File: config.mk
export PLATFORM = sky130hd
export DESIGN_NAME = bsc_ctrl
export DESIGN_NICKNAME = d
export VERILOG_FILES = /design/src/sv/binary_subarray_sum_counter_core_defines.svh /design/src/sv/bsc_pkg.sv /design/src/sv/bsc_ctrl.sv
export SDC_FILE = /design/constraint.sdc
export NUM_CORES = 1
export LEC_CHECK = 0
export BUFFER_PORTS_ARGS = -buffer_cell sky130_fd_sc_hd__clkbuf_2
export CAP_MARGIN = 20
export CORE_ASPECT_RATIO = 1.2
export CORE_MARGIN = 2
export CORE_UTILIZATION = 25
export DETAILED_ROUTE_END_ITERATION = 12
export SLEW_MARGIN = 20
export SYNTH_ARGS = -nofsm -noshare
export SYNTH_HDL_FRONTEND = slang
export SYNTH_SLANG_ARGS = --single-unit
File: constraint.sdc
create_clock -name clk -period 9.71 [get_ports clk]
set_input_delay 1.4565 -clock clk [delete_from_list [all_inputs] [get_ports clk]]
set_output_delay 1.4565 -clock clk [all_outputs]
set_load 0.02 [all_outputs]
File: src/sv/binary_subarray_sum_counter_core_defines.svh
// Assertion macros shared by the checking code of the core.
`ifndef BINARY_SUBARRAY_SUM_COUNTER_CORE_DEFINES_SVH
`define BINARY_SUBARRAY_SUM_COUNTER_CORE_DEFINES_SVH

// Same-cycle implication, sampled on clk, off during reset.
`define BSC_ASSERT_NOW(lbl, ante, cons, msg) \
  lbl: assert property (@(posedge clk) disable iff (!rst_n) (ante) |-> (cons)) \
    else $error(msg);

// Next-cycle implication, sampled on clk, off during reset.
`define BSC_ASSERT_NEXT(lbl, ante, cons, msg) \
  lbl: assert property (@(posedge clk) disable iff (!rst_n) (ante) |=> (cons)) \
    else $error(msg);

`endif

File: src/sv/bsc_pkg.sv
`timescale 1ns / 1ps
package bsc_pkg;

  localparam int GOAL_W = 13;
  localparam int HIST_W = 13;
  localparam int ANS_W  = 24;

  localparam logic [HIST_W-1:0] HIST_MAX   = '1;
  localparam logic [ANS_W-1:0]  ANSWER_MAX = '1;

  typedef struct packed {
    logic bit_value;
    logic is_last;
  } bsc_in_t;

  typedef struct packed {
    logic [ANS_W-1:0] run_count;
    logic             seq_end;
    logic             too_long;
  } bsc_out_t;

  // Per-beat control handed from the address stage to the accumulate stage
  typedef struct packed {
    logic              sel_mem;
    logic [HIST_W-1:0] byp_val;
    logic              last;
    logic              flag;
  } bsc_stg_t;

endpackage

File: src/sv/bsc_ctrl.sv
`timescale 1ns / 1ps
module bsc_ctrl #(
  parameter int MAX_LEN = 4096
) (
  input  logic                                clk,
  input  logic                                rst_n,
  input  logic                                cfg_wr_en,
  input  logic [bsc_pkg::GOAL_W-1:0]          cfg_wr_data,
  input  logic                                fire,
  input  bsc_pkg::bsc_in_t                    in_data,
  output bsc_pkg::bsc_stg_t                   stg,
  output logic [$clog2(MAX_LEN+1)-1:0]        rd_addr,
  output logic                                wr_en,
  output logic [$clog2(MAX_LEN+1)-1:0]        wr_addr,
  output logic [bsc_pkg::HIST_W-1:0]          wr_data
);
  import bsc_pkg::*;

  localparam int CW = $clog2(MAX_LEN + 1);
  localparam int SW = ((CW > GOAL_W) ? CW : GOAL_W) + 1;

  logic [GOAL_W-1:0] target_r;
  logic [GOAL_W-1:0] goal_r,  goal_nxt;
  logic [CW-1:0]     cnt_r,   cnt_nxt;
  logic [CW-1:0]     pfx_r,   pfx_nxt;
  logic [HIST_W-1:0] run_r,   run_nxt;
  logic              lead_r,  lead_nxt;

  logic              first, full;
  logic [GOAL_W-1:0] goal_cur;
  logic [HIST_W-1:0] run_old, run_new;
  logic [CW-1:0]     pfx_new;
  logic [SW-1:0]     win_hi, win_lo, rd_ext, wr_sum;

  // Hold the goal register
  always_ff @(posedge clk) begin
    if (!rst_n) begin
      target_r <= '0;
    end else if (cfg_wr_en) begin
      target_r <= cfg_wr_data;
    end
  end

  // Derive this beat's prefix, zero-run count and table window
  always_comb begin
    first    = (cnt_r == '0);
    full     = (cnt_r >= CW'(MAX_LEN));
    goal_cur = first ? target_r : goal_r;
    run_old  = first ? HIST_W'(1) : run_r;
    pfx_new  = pfx_r + CW'(in_data.bit_value);
    if (in_data.bit_value) begin
      run_new = HIST_W'(1);
    end else begin
      run_new = (run_old == HIST_MAX) ? run_old : run_old + HIST_W'(1);
    end
    win_lo = SW'(goal_cur);
    win_hi = SW'(goal_cur) + SW'(pfx_r);
    rd_ext = SW'(pfx_new);
    wr_sum = SW'(goal_cur) + SW'(pfx_new);
  end

  // Pick memory, the live zero-run count, the unwritten seed, or zero for the lookup
  always_comb begin
    stg.last    = in_data.is_last;
    stg.flag    = full;
    stg.sel_mem = 1'b0;
    stg.byp_val = '0;
    if (!full) begin
      if (rd_ext == win_hi) begin
        stg.byp_val = run_old;
      end else if (lead_r && rd_ext == win_lo) begin
        stg.byp_val = HIST_W'(1);
      end else if (rd_ext >= win_lo && rd_ext < win_hi) begin
        stg.sel_mem = 1'b1;
      end
    end
  end

  // Table write of the bumped entry; drop indices past the table
  assign rd_addr = pfx_new;
  assign wr_en   = fire && !full && (wr_sum <= SW'(MAX_LEN));
  assign wr_addr = wr_sum[CW-1:0];
  assign wr_data = run_new;

  // Advance sequence state, clear on the last beat
  always_comb begin
    cnt_nxt  = cnt_r;
    pfx_nxt  = pfx_r;
    run_nxt  = run_r;
    goal_nxt = goal_r;
    lead_nxt = lead_r;
    if (fire) begin
      if (!full) begin
        cnt_nxt  = cnt_r + CW'(1);
        pfx_nxt  = pfx_new;
        run_nxt  = run_new;
        goal_nxt = goal_cur;
        // A sequence that opens on a one never writes its seed entry
        if (first) begin
          lead_nxt = in_data.bit_value;
        end
      end
      if (in_data.is_last) begin
        cnt_nxt  = '0;
        pfx_nxt  = '0;
        run_nxt  = '0;
        goal_nxt = '0;
        lead_nxt = 1'b0;
      end
    end
  end

  always_ff @(posedge clk) begin
    if (!rst_n) begin
      cnt_r  <= '0;
      pfx_r  <= '0;
      run_r  <= '0;
      goal_r <= '0;
      lead_r <= 1'b0;
    end else begin
      cnt_r  <= cnt_nxt;
      pfx_r  <= pfx_nxt;
      run_r  <= run_nxt;
      goal_r <= goal_nxt;
      lead_r <= lead_nxt;
    end
  end

endmodule

==> reports/metrics.cfg <==
[cts]
cts_buffers = 9
cts_hold_buf = 0
clk_latency_ns = 0.34
htreeDepth = 3
cts.clk_slew.worst_paths_ns = 0.06
cts_tree = yes
clockBufferDepth = 2
clock-root-buffer = clkbuf_16
clkSinkCount = 66
post_cts_resized = 0
cts_setup_buffers = 0

[worst_setup_path]
cp-start-kind = flip-flop
rr_startpoint = cnt_r[12]$_SDFFE_PN0P_
crit_fanout = 14
crit_start = cnt_r[12]$_SDFFE_PN0P_
cp.arrival_ns = 6.22
regToRegSetupSlack_ns = 6.34
worstSetupPathType = reg2out
cp_data_required_time_ns = 8.25
crit_path_end_kind = output port

[timing]
setup_viol = 0
whs_ns = 0.452
finalClockSkew_ns = 0.00944
min_period_ns = 7.68
drv_slew = 0
maxSlewHeadroom_pct = 30.4
rsz0062_at_grt = false
timing.fmax_mhz = 130
period_share_pct = 79.1
worst_slew_pin_slew_ns = 1.04
hold_viol = 0
finalSetupTns_ns = 0

[global_routing]
antenna_found_initial = 0
grt_max_degree = 26
grt_pass1_vias = 4683
overflow = 0
grt_pass1_wl_um = 24300
grt_usage_pct = 13.8

[place]
dpl.hpwl_um = 11800
portBuffers = 74
gp_congestion = 0.875

[power_and_ir_drop]
power_density_nw_per_um2 = 119
p_leak_nw = 2.83
peakVddDrop_mv = 0.0606

[drt]
dr.pass1.iters = 4
drt-total-wl_um = 15200
via_per_inst = 4.87
ant_nets = 0
route.detailed.wl_per_inst_um = 15.3
vias = 4841
drt_iter0_markers = 301
drc = 0

[die]
die_y_um = 164
io_pins = 75
rows = 58
die_area_um2 = 22400
initial_core_util_pct = 25.4
die_width_um = 137
core-area_um2 = 20900

[flow_run]
cap_violations = 0

[worst_hold_path]
hold_path_class = reg2reg
min-delay-start = goal_r[12]$_SDFFE_PN0P_

[cells_and_area]
finalNetCount = 797
syn2layout_area_growth_pct = 17.2
layout-drive-gt1-share_pct = 16.4
fillers = 2245
antennaDiodeCount = 0

[synthesis]
yosys.area_share.adder_pct = 14.2
synthSimpleGateAreaFrac_pct = 23.3
yosysWarnings = 0
synth.distinct_cells = 71
muxShareOfSynthArea_pct = 5.12
syn_nets = 735
synth-xor-area-share_pct = 7.10
synth-main-ff-cell = dfxtp_1
ys_ff_latch = 66
synth_area_um2 = 5310
synth_compound_area_share_pct = 20.4
async_reset_ff_share_pct = 0
synthCells = 657
synth_top_family_by_area = simple AND/OR/NAND/NOR gates
synth_edf_count = 0
syn-mean-instance-area_um2 = 8.08
synth.yosys.seq_area_share_pct = 24.9

[status]
status = complete, no violations

==> routing by layer <==
metal / global-route usage (%) / share of wire, % / up-vias
met1: 16.7 / 44 / 2270
met5: 0 / 0 / -
met4: 3.28 / 1.1 / 0
li1: - / - / 2458
met3: 2.64 / 4.1 / 12
met2: 24.8 / 50 / 101
==> power breakdown <==
group / leakage [nW] / internal (mW) / switching, mW / total (mW)
registers: 0.535 / 0.276 / 0.00405 / 0.280
logic: 2.14 / 0.0433 / 0.0753 / 0.119
clock network: 0.152 / 0.204 / 0.139 / 0.343
total: 2.83 / 0.523 / 0.218 / 0.742
==> cell usage in the layout, fill, tap and decap left out, types with 4 or more instances in the layout <==
master,instances
and3_1,12
a21oi_1,30
o21ai_0,49
inv_6,5
a21o_1,11
or3_1,4
xnor2_1,21
a31oi_1,8
ha_1,57
dfxtp_1,66
xor2_1,22
clkbuf_16,9
nor3_1,16
o21ai_1,12
nand4_1,6
nand3_1,20
clkbuf_2,74
mux2i_1,26
o21bai_1,7
nand2_1,66
inv_1,40
nor2_1,45
a32o_1,4
a22o_1,9
nor2b_1,16
nand2b_1,7
and2_1,14
==> kinds of logic after synthesis <==
kind of cell,count (synthesis)
AO/OA/AOI/OAI,164
XOR/XNOR,43
adder cells (fa/ha/maj),59
buffers and inverters,64
flip-flops,66
multiplexers,27
AND/OR/NAND/NOR,234
==> metrics by stage <==
stage          power, mW  instance area (um2)  cells  worst slack (ns)  utilization, %
2_1_floorplan      0.370                 5310    657              3.49               -
4_1_cts            0.750                 6220    994              2.03            29.8
6_report           0.742                 6220    994              2.03            29.8
3_3_place_gp       0.405                 5910    978              2.55            28.3
5_1_grt            0.774                 6220    994              1.49            29.8
3_5_place_dp       0.405                 5910    978              2.46            28.3
==> synth_stat cells, types with 3 or more instances <==
cell type	instances	area (um2)
nor3_1	16	80.1
clkbuf_1	13	48.8
and3_1	12	75.1
nor2b_1	16	100
a21boi_0	3	22.5
xnor2_1	21	184
nor2_1	45	169
o21ai_0	49	245
and2_1	14	87.6
o21bai_1	7	52.6
or3_1	4	25.0
a32o_1	4	40.0
o211ai_1	3	22.5
nand3_1	20	100
mux2i_1	26	260
o21a_1	3	22.5
a211oi_1	3	22.5
nand4_1	6	37.5
a21o_1	11	82.6
o21ai_1	12	60.1
buf_4	4	30.0
ha_1	57	713
dfxtp_1	66	1320
a31oi_1	8	50.1
nand2b_1	7	43.8
buf_2	6	30.0
inv_1	40	150
nand2_1	66	248
a22o_1	9	78.8
xor2_1	22	193
a21oi_1	30	150
==> worst paths after layout <==
path / endpoint / cells past startpoint
max: stg[14] / 20
min: goal_r[12]$_SDFFE_PN0P_ / 2
max reg2reg: run_r[4]$_SDFFE_PN0P_ / 10
min reg2reg: goal_r[12]$_SDFFE_PN0P_ / 2
==> sequential cells by signal, indices dropped and copies added, names as in the netlist <==
signal    cells
lead_r        1
goal_r       13
run_r        13
cnt_r        13
target_r     13
pfx_r        13
==> layout make-up <==
| class | instances | area (um2) | area share (%) |
|---|---|---|---|
| inverter | 40 | 150 | 2.41 |
| tap | 270 | 338 | 5.43 |
| clock inverter | 7 | 82.6 | 1.33 |
| timing repair buffer | 75 | 378 | 6.08 |
| multi-input combinational | 527 | 3720 | 59.9 |
| clock buffer | 9 | 225 | 3.62 |
| sequential | 66 | 1320 | 21.2 |
==> worst max-delay path, cell delays in order, from the launching register on <==
cell,delay (ns)
dfxtp_1,0.44
nor4b_2,0.43
and3_1,0.69
mux2i_1,0.47
inv_1,0.18
ha_1,0.31
a21o_1,0.16
a21oi_1,0.29
o211ai_1,0.21
a41oi_1,0.34
o21bai_1,0.11
a21o_1,0.20
xnor2_1,0.12
ha_1,0.29
nand3_1,0.09
or4_1,0.54
nor2_1,0.11
nand3_1,0.21
nor2b_2,0.32
and2_1,0.17
clkbuf_2,0.16
Note: power is estimated with default switching activity, not from simulation.
