File: src/sv/binary_subarray_sum_counter_core_defines.svh
// Assertion macros shared by the checking code of the core.
`ifndef BINARY_SUBARRAY_SUM_COUNTER_CORE_DEFINES_SVH
`define BINARY_SUBARRAY_SUM_COUNTER_CORE_DEFINES_SVH

// Same-cycle implication, sampled on clk, off during reset.
`define BSC_ASSERT_NOW(lbl, ante, cons, msg) \
  lbl: assert property (@(posedge clk) disable iff (!rst_n) (ante) |-> (cons)) \
    else $error(msg);

// Next-cycle implication, sampled on clk, off during reset.
`define BSC_ASSERT_NEXT(lbl, ante, cons, msg) \
  lbl: assert property (@(posedge clk) disable iff (!rst_n) (ante) |=> (cons)) \
    else $error(msg);

`endif

File: src/sv/bsc_pkg.sv
`timescale 1ns / 1ps
package bsc_pkg;

  localparam int GOAL_W = 13;
  localparam int HIST_W = 13;
  localparam int ANS_W  = 24;

  localparam logic [HIST_W-1:0] HIST_MAX   = '1;
  localparam logic [ANS_W-1:0]  ANSWER_MAX = '1;

  typedef struct packed {
    logic bit_value;
    logic is_last;
  } bsc_in_t;

  typedef struct packed {
    logic [ANS_W-1:0] run_count;
    logic             seq_end;
    logic             too_long;
  } bsc_out_t;

  // Per-beat control handed from the address stage to the accumulate stage
  typedef struct packed {
    logic              sel_mem;
    logic [HIST_W-1:0] byp_val;
    logic              last;
    logic              flag;
  } bsc_stg_t;

endpackage

File: src/sv/bsc_accum.sv
`timescale 1ns / 1ps
module bsc_accum (
  input  logic                        clk,
  input  logic                        rst_n,
  input  logic                        s_valid,
  input  bsc_pkg::bsc_stg_t           s_stg,
  output logic                        s_ready,
  input  logic [bsc_pkg::HIST_W-1:0]  rd_data,
  output logic                        b_vld,
  output logic                        out_valid,
  input  logic                        out_ready,
  output bsc_pkg::bsc_out_t           out_data
);
  import bsc_pkg::*;

  logic              b_vld_r,  b_vld_nxt;
  bsc_stg_t          b_stg_r;
  logic [ANS_W-1:0]  ans_r,    ans_nxt;
  logic              out_vld_r, out_vld_nxt;
  bsc_out_t          out_r;

  logic              b_adv, b_fire;
  logic [HIST_W-1:0] add;
  logic [ANS_W:0]    sum;
  logic [ANS_W-1:0]  ans_sat;

  assign b_adv   = !out_vld_r || out_ready;
  assign b_fire  = b_vld_r && b_adv;
  assign s_ready = !b_vld_r || b_adv;

  // Add the looked-up count to the running answer, saturating
  always_comb begin
    add     = b_stg_r.sel_mem ? rd_data : b_stg_r.byp_val;
    sum     = {1'b0, ans_r} + (ANS_W+1)'(add);
    ans_sat = sum[ANS_W] ? ANSWER_MAX : sum[ANS_W-1:0];
    ans_nxt = ans_r;
    if (b_fire) begin
      ans_nxt = b_stg_r.last ? '0 : ans_sat;
    end
  end

  // Stage and output valid flags
  always_comb begin
    b_vld_nxt = b_vld_r;
    if (s_valid && s_ready) begin
      b_vld_nxt = 1'b1;
    end else if (b_fire) begin
      b_vld_nxt = 1'b0;
    end
    out_vld_nxt = out_vld_r;
    if (b_fire) begin
      out_vld_nxt = 1'b1;
    end else if (out_ready) begin
      out_vld_nxt = 1'b0;
    end
  end

  always_ff @(posedge clk) begin
    if (!rst_n) begin
      b_vld_r   <= 1'b0;
      out_vld_r <= 1'b0;
      ans_r     <= '0;
    end else begin
      b_vld_r   <= b_vld_nxt;
      out_vld_r <= out_vld_nxt;
      ans_r     <= ans_nxt;
    end
  end

  // Capture the beat's control and the finished result
  always_ff @(posedge clk) begin
    if (s_valid && s_ready) begin
      b_stg_r <= s_stg;
    end
    if (b_fire) begin
      out_r.run_count <= ans_sat;
      out_r.seq_end   <= b_stg_r.last;
      out_r.too_long  <= b_stg_r.flag;
    end
  end

  assign b_vld     = b_vld_r;
  assign out_valid = out_vld_r;
  assign out_data  = out_r;

endmodule

File: config.mk
export PLATFORM = sky130hd
export DESIGN_NAME = bsc_accum
export DESIGN_NICKNAME = d
export VERILOG_FILES = /design/src/sv/binary_subarray_sum_counter_core_defines.svh /design/src/sv/bsc_pkg.sv /design/src/sv/bsc_accum.sv
export SDC_FILE = /design/constraint.sdc
export NUM_CORES = 1
export LEC_CHECK = 0
export ABC_AREA = 1
export BUFFER_PORTS_ARGS = -buffer_cell sky130_fd_sc_hd__buf_2
export CAP_MARGIN = 10
export CORE_ASPECT_RATIO = 0.7
export CORE_MARGIN = 3
export CORE_UTILIZATION = 50
export CTS_CLUSTER_SIZE = 14
export DETAILED_ROUTE_END_ITERATION = 16
export HOLD_SLACK_MARGIN = 0.12
export PLACE_DENSITY = 0.72
export REMOVE_ABC_BUFFERS = 1
export SYNTH_ARGS = -nofsm -noshare
export SYNTH_HDL_FRONTEND = slang
export SYNTH_SLANG_ARGS = --single-unit
File: constraint.sdc
create_clock -name clk -period 3.6 [get_ports clk]
set_clock_uncertainty 0.2 [all_clocks]
set_input_delay 0.36 -clock clk [delete_from_list [all_inputs] [get_ports clk]]
set_output_delay 0.36 -clock clk [all_outputs]
set_load 0.02 [all_outputs]
==> impl_metrics.env, run 1 <==
export IMPL_status="finished clean"
export IMPL_arrival_ns=3.20
export IMPL_maxCapViolations=0
export IMPL_min_from="b_stg_r[0]"
export IMPL_layout_drive_gt1_share_pct=21.5
export IMPL_post_cts_resized=0
export IMPL_cp_common_cell="nand2_2"
export IMPL_crit_fanout=23
export IMPL_finalNonFillerCells=648
export IMPL_critPathCapture="ans_r[14]"
export IMPL_fmax_ghz=0.314
export IMPL_crit_chain="mux2_2 > ha_1 > fa_1 > nand3_1 > nand2_2 > nand2_1 > nand2_2 > nand2_2 > nand2_4 > nand2_4 > nand3_2 > nand2_1 > a21oi_1"
export IMPL_grt_pass1_wl_mm=15.3
export IMPL_drtAntennaViolNets=0
export IMPL_worst_endpoint_required_ns=3.61
export IMPL_period_needed_ns=3.19
export IMPL_via_count=3252
export IMPL_hold_viol=0
export IMPL_grt_antenna_before_repair=0
export IMPL_wl_per_cell_um=14.2
export IMPL_regArea_mm2=0.00178
export IMPL_critPathKind="flop to flop"
export IMPL_core_area_mm2=0.00701
export IMPL_numPortBuffers=61
export IMPL_gp_congestion=0.921
export IMPL_tightest_slew_ns=0.853
export IMPL_synth_edf_count=42
export IMPL_synth_area_mm2=0.00376
export IMPL_routed_via_density=5.02
export IMPL_dieHeight_um=78.5
export IMPL_syn_area_per_cell_um2=8.10
export IMPL_cts_tree="built"
export IMPL_cts_made_buffers=9
export IMPL_root_buffer="clkbuf_8"
export IMPL_grt_max_degree=27
export IMPL_drt_total_wl_mm=9.17
export IMPL_ys_warn_count=0
export IMPL_die_area_mm2=0.00860
export IMPL_cp_startpoint="b_stg_r[15]"
export IMPL_r2r_slack_ns=0.41
export IMPL_finalMaxSlewViolations=0
export IMPL_finalSetupTns_ns=0
export IMPL_first_pass_iters=7
export IMPL_clock_sinks=68
export IMPL_seq_area_frac_synth_pct=47.4
export IMPL_start_util_pct=53.6
export IMPL_slowest_stage="edfxtp_1"
export IMPL_num_rows=25
export IMPL_gr_total_overflow=0
export IMPL_nets=596
export IMPL_post_cts_buffers=0
export IMPL_leakagePower_nw=2.16
export IMPL_cts_htree_levels=3
export IMPL_rr_worst_depth=13
export IMPL_clockBufferDepth=2
export IMPL_finalCritPeriodShare_pct=88.6
export IMPL_die_w_um=110
export IMPL_dp_hpwl_mm=6.43
export IMPL_netlist_instances=464
export IMPL_power_density_mw_per_mm2=420
export IMPL_multiInputGateArea_mm2=0.00166
export IMPL_grt_use_total_pct=23.0
export IMPL_synth_seq_cells=68
export IMPL_setup_violations=0
export IMPL_crit_path_end_kind="flop"
export IMPL_min_path_type="flop to flop"
export IMPL_timing_rr_start="b_stg_r[15]"
export IMPL_yosys_most_used_dff="edfxtp_1"
export IMPL_clk_insertion_delay_late_ns=0.35
export IMPL_ir_drop_uv=229
export IMPL_synthToLayoutAreaGrowth_pct=22.2
export IMPL_grt_pass1_vias=3208
export IMPL_layout_filler_cells=576
export IMPL_startpoint_type="flop"
export IMPL_drtIter0Drc=232
export IMPL_max_stage_delay_ns=0.67
export IMPL_synth_cell_types=29
export IMPL_slew_headroom_pct=42.8
export IMPL_dpl_cell_count=614
export IMPL_holdBufCountCts=18
export IMPL_synth_async_reset_ratio_pct=0
export IMPL_drc=0
export IMPL_rsz0062_at_grt="no"
export IMPL_r2r_end="ans_r[14]"
export IMPL_diodes=0
export IMPL_clk_pin_slew_ns=0.08
export IMPL_pin_count=62
==> worst max-delay path, delay by kind of cell (launching register included) <==
family,cells,cell delay [ns]
and+or+nand+nor,9,1.04
DFF,1,0.67
adders and majority gates,2,0.62
AOI/OAI and AO/OA,1,0.06
muxes,1,0.42
==> cell usage in the layout (no fill, tap or decap), drive strengths merged, types with 2 or more instances in the layout <==
master and instances:
nand2 178, o21ai 2, nand3b 2, dlygate4sd3 18, nand3 39, clkbuf 10
bufinv 3, edfxtp 42, or2 2, inv 68, nor3 4, clkinv 4
mux2 13, nand4 4, buf 65, xor2 3, xnor2 3, a21oi 30
nor2 21, dfxtp 26, ha 13
==> through the flow <==
step	power [mW]	area, µm²	utilization (%)	setup WS (ns)	hold slack (ns)
final	1.93	4590	65.5	0.412	0.223
after global placement	1.13	4160	59.4	0.585	0.204
after CTS	1.93	4590	65.5	0.443	0.225
after global routing	2.00	4590	65.5	0.211	0.242
after detailed placement	1.14	4160	59.4	0.481	0.206
after floorplan	1.06	3710	-	0.815	0.200
==> cell type report <==
type	count	share of cell area (%)
flip-flops and latches	68	38.8
multi-input cells	317	36.2
repair buffers	83	11.2
inverters	70	5.73
clock buffers	10	3.00
well taps	94	2.56
clock inverters	6	2.43
==> power by group <==
| part | internal, mW | switching [mW] |
|---|---|---|
| Clock | 0.479 | 0.309 |
| Combinational | 0.0985 | 0.157 |
| Sequential | 0.869 | 0.0146 |
==> routing by layer <==
metal  share of wire (%)  track usage [%]  routed length, µm
met3                 8.1             6.08                746
met5                   0                0                  0
met2                  43             36.2               3970
met1                  47             31.9               4320
met4                 1.5             5.23                136
==> flip-flops by register name (all words and copies together) (netlist names) <==
| signal | flops |
|---|---|
| ans_r | 24 |
| b_stg_r | 16 |
| b_vld | 1 |
| out_data | 26 |
| out_valid | 1 |
==> Yosys cell counts, types with 4 or more instances <==
library cell | count | area, µm²
nand4_1 | 4 | 25.0
inv_1 | 65 | 244
nor3_1 | 4 | 20.0
dfxtp_1 | 26 | 521
edfxtp_1 | 42 | 1260
a21oi_1 | 30 | 150
clkbuf_1 | 6 | 22.5
nand3_2 | 12 | 120
nor2_1 | 18 | 67.6
nand3_1 | 27 | 135
mux2_2 | 13 | 146
nand2_2 | 4 | 25.0
ha_1 | 13 | 163
nand2_1 | 172 | 646
==> cell families after synthesis <==
logic type	after synthesis	synth area share, %
compound gates	33	4.46
mux	13	3.90
simple gates	251	29.6
xor+xnor	6	1.40
buf+inv	79	8.29
flops	68	47.4
fa+ha+maj	14	4.86
==> worst min path at each step <==
stage                  end  slack [ns]  cells past startpoint
3_5_place_dp   out_data[0]        0.21                      0
4_1_cts        out_data[0]        0.23                      0
2_1_floorplan  out_data[0]        0.20                      0
3_3_place_gp   out_data[0]        0.20                      0
5_1_grt        out_data[0]        0.24                      0
6_report       out_data[0]        0.22                      0
Power figures use the tool's default switching activity.
==> run 2: changes to the inputs <==
Settings changed: ABC_AREA 1 to default.
==> run 2 against run 1 <==
Net effect: sequential cell count stayed put; critical path depth shrank 4; synthesized cell count fell by 31%; clock power fell by 30%; total power shrank 9.8%; sequential share of layout area rose by 0.93 points; critical endpoint is now ans_r[12]; largest cell class unchanged.
==> impl_metrics.env, run 2 <==
export IMPL_netlist_instances=321
export IMPL_setup_violations=0
export IMPL_finalMaxSlewViolations=0
export IMPL_num_rows=25
export IMPL_tightest_slew_ns=0.833
export IMPL_synthMuxAreaShare_pct=4.35
export IMPL_slowest_stage="edfxtp_1"
export IMPL_crit_chain="mux2_2 > ha_1 > fa_1 > a21oi_1 > or3b_4 > nand3_1 > o41ai_1 > mux2_2 > a22o_1"
export IMPL_holdPathEnd="out_valid"
export IMPL_clk_pin_slew_ns=0.07
export IMPL_yosys_area_share_simple_pct=15.7
export IMPL_routed_via_density=5.72
export IMPL_synth_area_mm2=0.00362
export IMPL_leakagePower_nw=1.86
export IMPL_dpl_cell_area_mm2=0.00409
export IMPL_stdcell_area_mm2=0.00448
export IMPL_cts_htree_levels=3
export IMPL_synth_area_leader_cell="edfxtp_1"
export IMPL_power_density_mw_per_mm2=388
export IMPL_syn_area_per_cell_um2=11.3
export IMPL_r2r_slack_ns=0.18
export IMPL_first_pass_iters=6
export IMPL_grt_antenna_before_repair=0
export IMPL_synth_async_reset_ratio_pct=0
export IMPL_min_from="out_ready"
export IMPL_worst_endpoint_required_ns=3.63
export IMPL_yosys_most_used_dff="edfxtp_1"
export IMPL_layout_commonest_cell="buf_2"
export IMPL_grt_pass1_wl_mm=13.9
export IMPL_slew_headroom_pct=44.4
export IMPL_clk_insertion_delay_late_ns=0.34
export IMPL_clockBufferDepth=2
export IMPL_yosys_top_cells_count="42 x edfxtp_1, 26 x dfxtp_1, 24 x nand2_1"
export IMPL_start_util_pct=52.6
export IMPL_finalNonFillerCells=518
export IMPL_die_w_um=108
export IMPL_seq_area_frac_synth_pct=49.2
export IMPL_grt_pass1_vias=2710
export IMPL_diodes=0
export IMPL_rsz0062_at_grt="no"
export IMPL_arrival_ns=3.46
export IMPL_critPathBufInv=0
export IMPL_grt_use_total_pct=21.7
export IMPL_timing_rr_start="b_stg_r[15]"
export IMPL_gr_total_overflow=0
export IMPL_pin_count=62
export IMPL_pre_cts_slack_ns=0.184
export IMPL_synth_top_area_share_pct=34.8
export IMPL_nets=466
export IMPL_layout_common_cells="61 x buf_2, 42 x edfxtp_1, 26 x dfxtp_1, 24 x nand2_1, 22 x buf_4"
export IMPL_finalCritPeriodShare_pct=95.1
export IMPL_crit_path_end_kind="flop"
export IMPL_wl_per_cell_um=16.8
export IMPL_gp_congestion=0.916
export IMPL_drtIter0Drc=182
export IMPL_total_power_mw=1.74
export IMPL_drc=0
export IMPL_synth_cell_types=60
export IMPL_synthAdderAreaFrac_pct=5.04
export IMPL_drt_total_wl_mm=8.68
export IMPL_worst_slack_ns=0.177
export IMPL_cp_common_cell="mux2_2"
export IMPL_startpoint_type="flop"
export IMPL_synth_xor_area_share_pct=3.87
export IMPL_period_needed_ns=3.42
export IMPL_crit_fanout=5
export IMPL_dpl_cell_count=479
export IMPL_ys_top_cells_by_area="edfxtp_1 35%, dfxtp_1 14%, ha_1 4.5%"
export IMPL_dp_hpwl_mm=6.14
export IMPL_synth_top_family_by_area="compound AO/OA/AOI/OAI gates"
export IMPL_synth_seq_cells=68
export IMPL_critPathKind="flop to flop"
export IMPL_numPortBuffers=61
export IMPL_rr_worst_depth=9
export IMPL_post_synth_top_count_cell="edfxtp_1"
export IMPL_maxCapViolations=0
export IMPL_grt_max_degree=32
export IMPL_root_buffer="clkbuf_8"
export IMPL_clock_sinks=68
export IMPL_crit_family="compound AO/OA/AOI/OAI gates"
export IMPL_synth_edf_count=42
export IMPL_finalSetupTns_ns=0
export IMPL_ys_warn_count=0
export IMPL_min_path_type="primary input to flop"
export IMPL_cts_tree="built"
export IMPL_ir_drop_uv=227
export IMPL_synthToLayoutAreaGrowth_pct=23.7
export IMPL_die_area_mm2=0.00832
export IMPL_r2r_end="ans_r[12]"
export IMPL_hold_viol=0
export IMPL_layout_drive_gt1_share_pct=29.2
export IMPL_largest_register_ffs=26
export IMPL_synth_compound_area_share_pct=18.7
export IMPL_max_stage_delay_ns=0.49
export IMPL_worstHoldPathCells=3
export IMPL_dieHeight_um=77.2
export IMPL_fmax_ghz=0.292
export IMPL_via_count=2961
export IMPL_status="finished clean"
export IMPL_core_area_mm2=0.00688
export IMPL_drtAntennaViolNets=0
export IMPL_cts_made_buffers=9
[run 2: cell count changes in the layout (fill, tap and decap cells not counted), moves of 11 or more]
cell     change
a21oi_1     -11
nand3_1     -20
o21ai_0     +11
buf_4       +18
nand3_2     -12
nand2_1    -148
inv_1       -60
a22o_1      +14
[run 2: worst min-delay path: cells and delay by family]
kind            cells  cell delay, ns
simple gates        1            0.06
buf+inv             1            0.08
compound gates      1            0.16
[run 2: how the worst max path moves through the flow]
stage	startpoint	to	slack, ns	depth (start not counted)
after CTS	b_stg_r[15]	ans_r[22]	0.17	10
after floorplan	b_stg_r[15]	ans_r[10]	0.04	8
after detailed placement	b_stg_r[15]	ans_r[22]	0.18	10
final	b_stg_r[15]	ans_r[12]	0.18	9
after global routing	b_stg_r[15]	ans_r[12]	0.007	9
after global placement	b_stg_r[15]	ans_r[22]	0.30	10
[run 2: power by group]
part	switching [mW]	internal, mW	total (mW)
clock	0.273	0.279	0.552
combinational	0.173	0.131	0.304
sequential	0.0135	0.869	0.883
[run 2: cell type report]
class                           count  area [µm²]
Inverter                            5        18.8
Fill cell                         565        2400
Multi-Input combinational cell    233        1730
Sequential cell                    68        1780
Clock inverter                      4        15.0
Timing Repair Buffer              102         661
Clock buffer                       12         155
Tap cell                           94         118
[run 2: timing repair]
item                       in CTS  in global routing
buffers inserted                0                  4
setup endpoints to repair       0                 16
gates resized for setup         0                  1
hold endpoints to repair       19                  0
hold buffers                   19                  0
[run 2: cell families after synthesis]
logic type	after synthesis
xor gates and xnor gates	16
buffers and inverters	20
and+or+nand+nor	99
muxes	14
DFF	68
adders and majority gates	14
AOI/OAI and AO/OA	90
[run 2: routing by layer]
layer | global-route usage [%] | up-vias | part of all wire, %
li1 | - | 1432 | -
met1 | 33.4 | 1399 | 49
met2 | 30.0 | 118 | 43
met3 | 5.21 | 12 | 6.8
met4 | 6.31 | 0 | 1.2
met5 | 0 | - | 0
[run 2: through the flow]
| step | hold WS [ns] | utilization (%) |
|---|---|---|
| after global placement | 0.214 | 59.4 |
| after global routing | 0.170 | 65.1 |
| final | 0.162 | 65.1 |
| after detailed placement | 0.221 | 59.4 |
| after CTS | 0.144 | 64.6 |
| after floorplan | 0.200 | - |
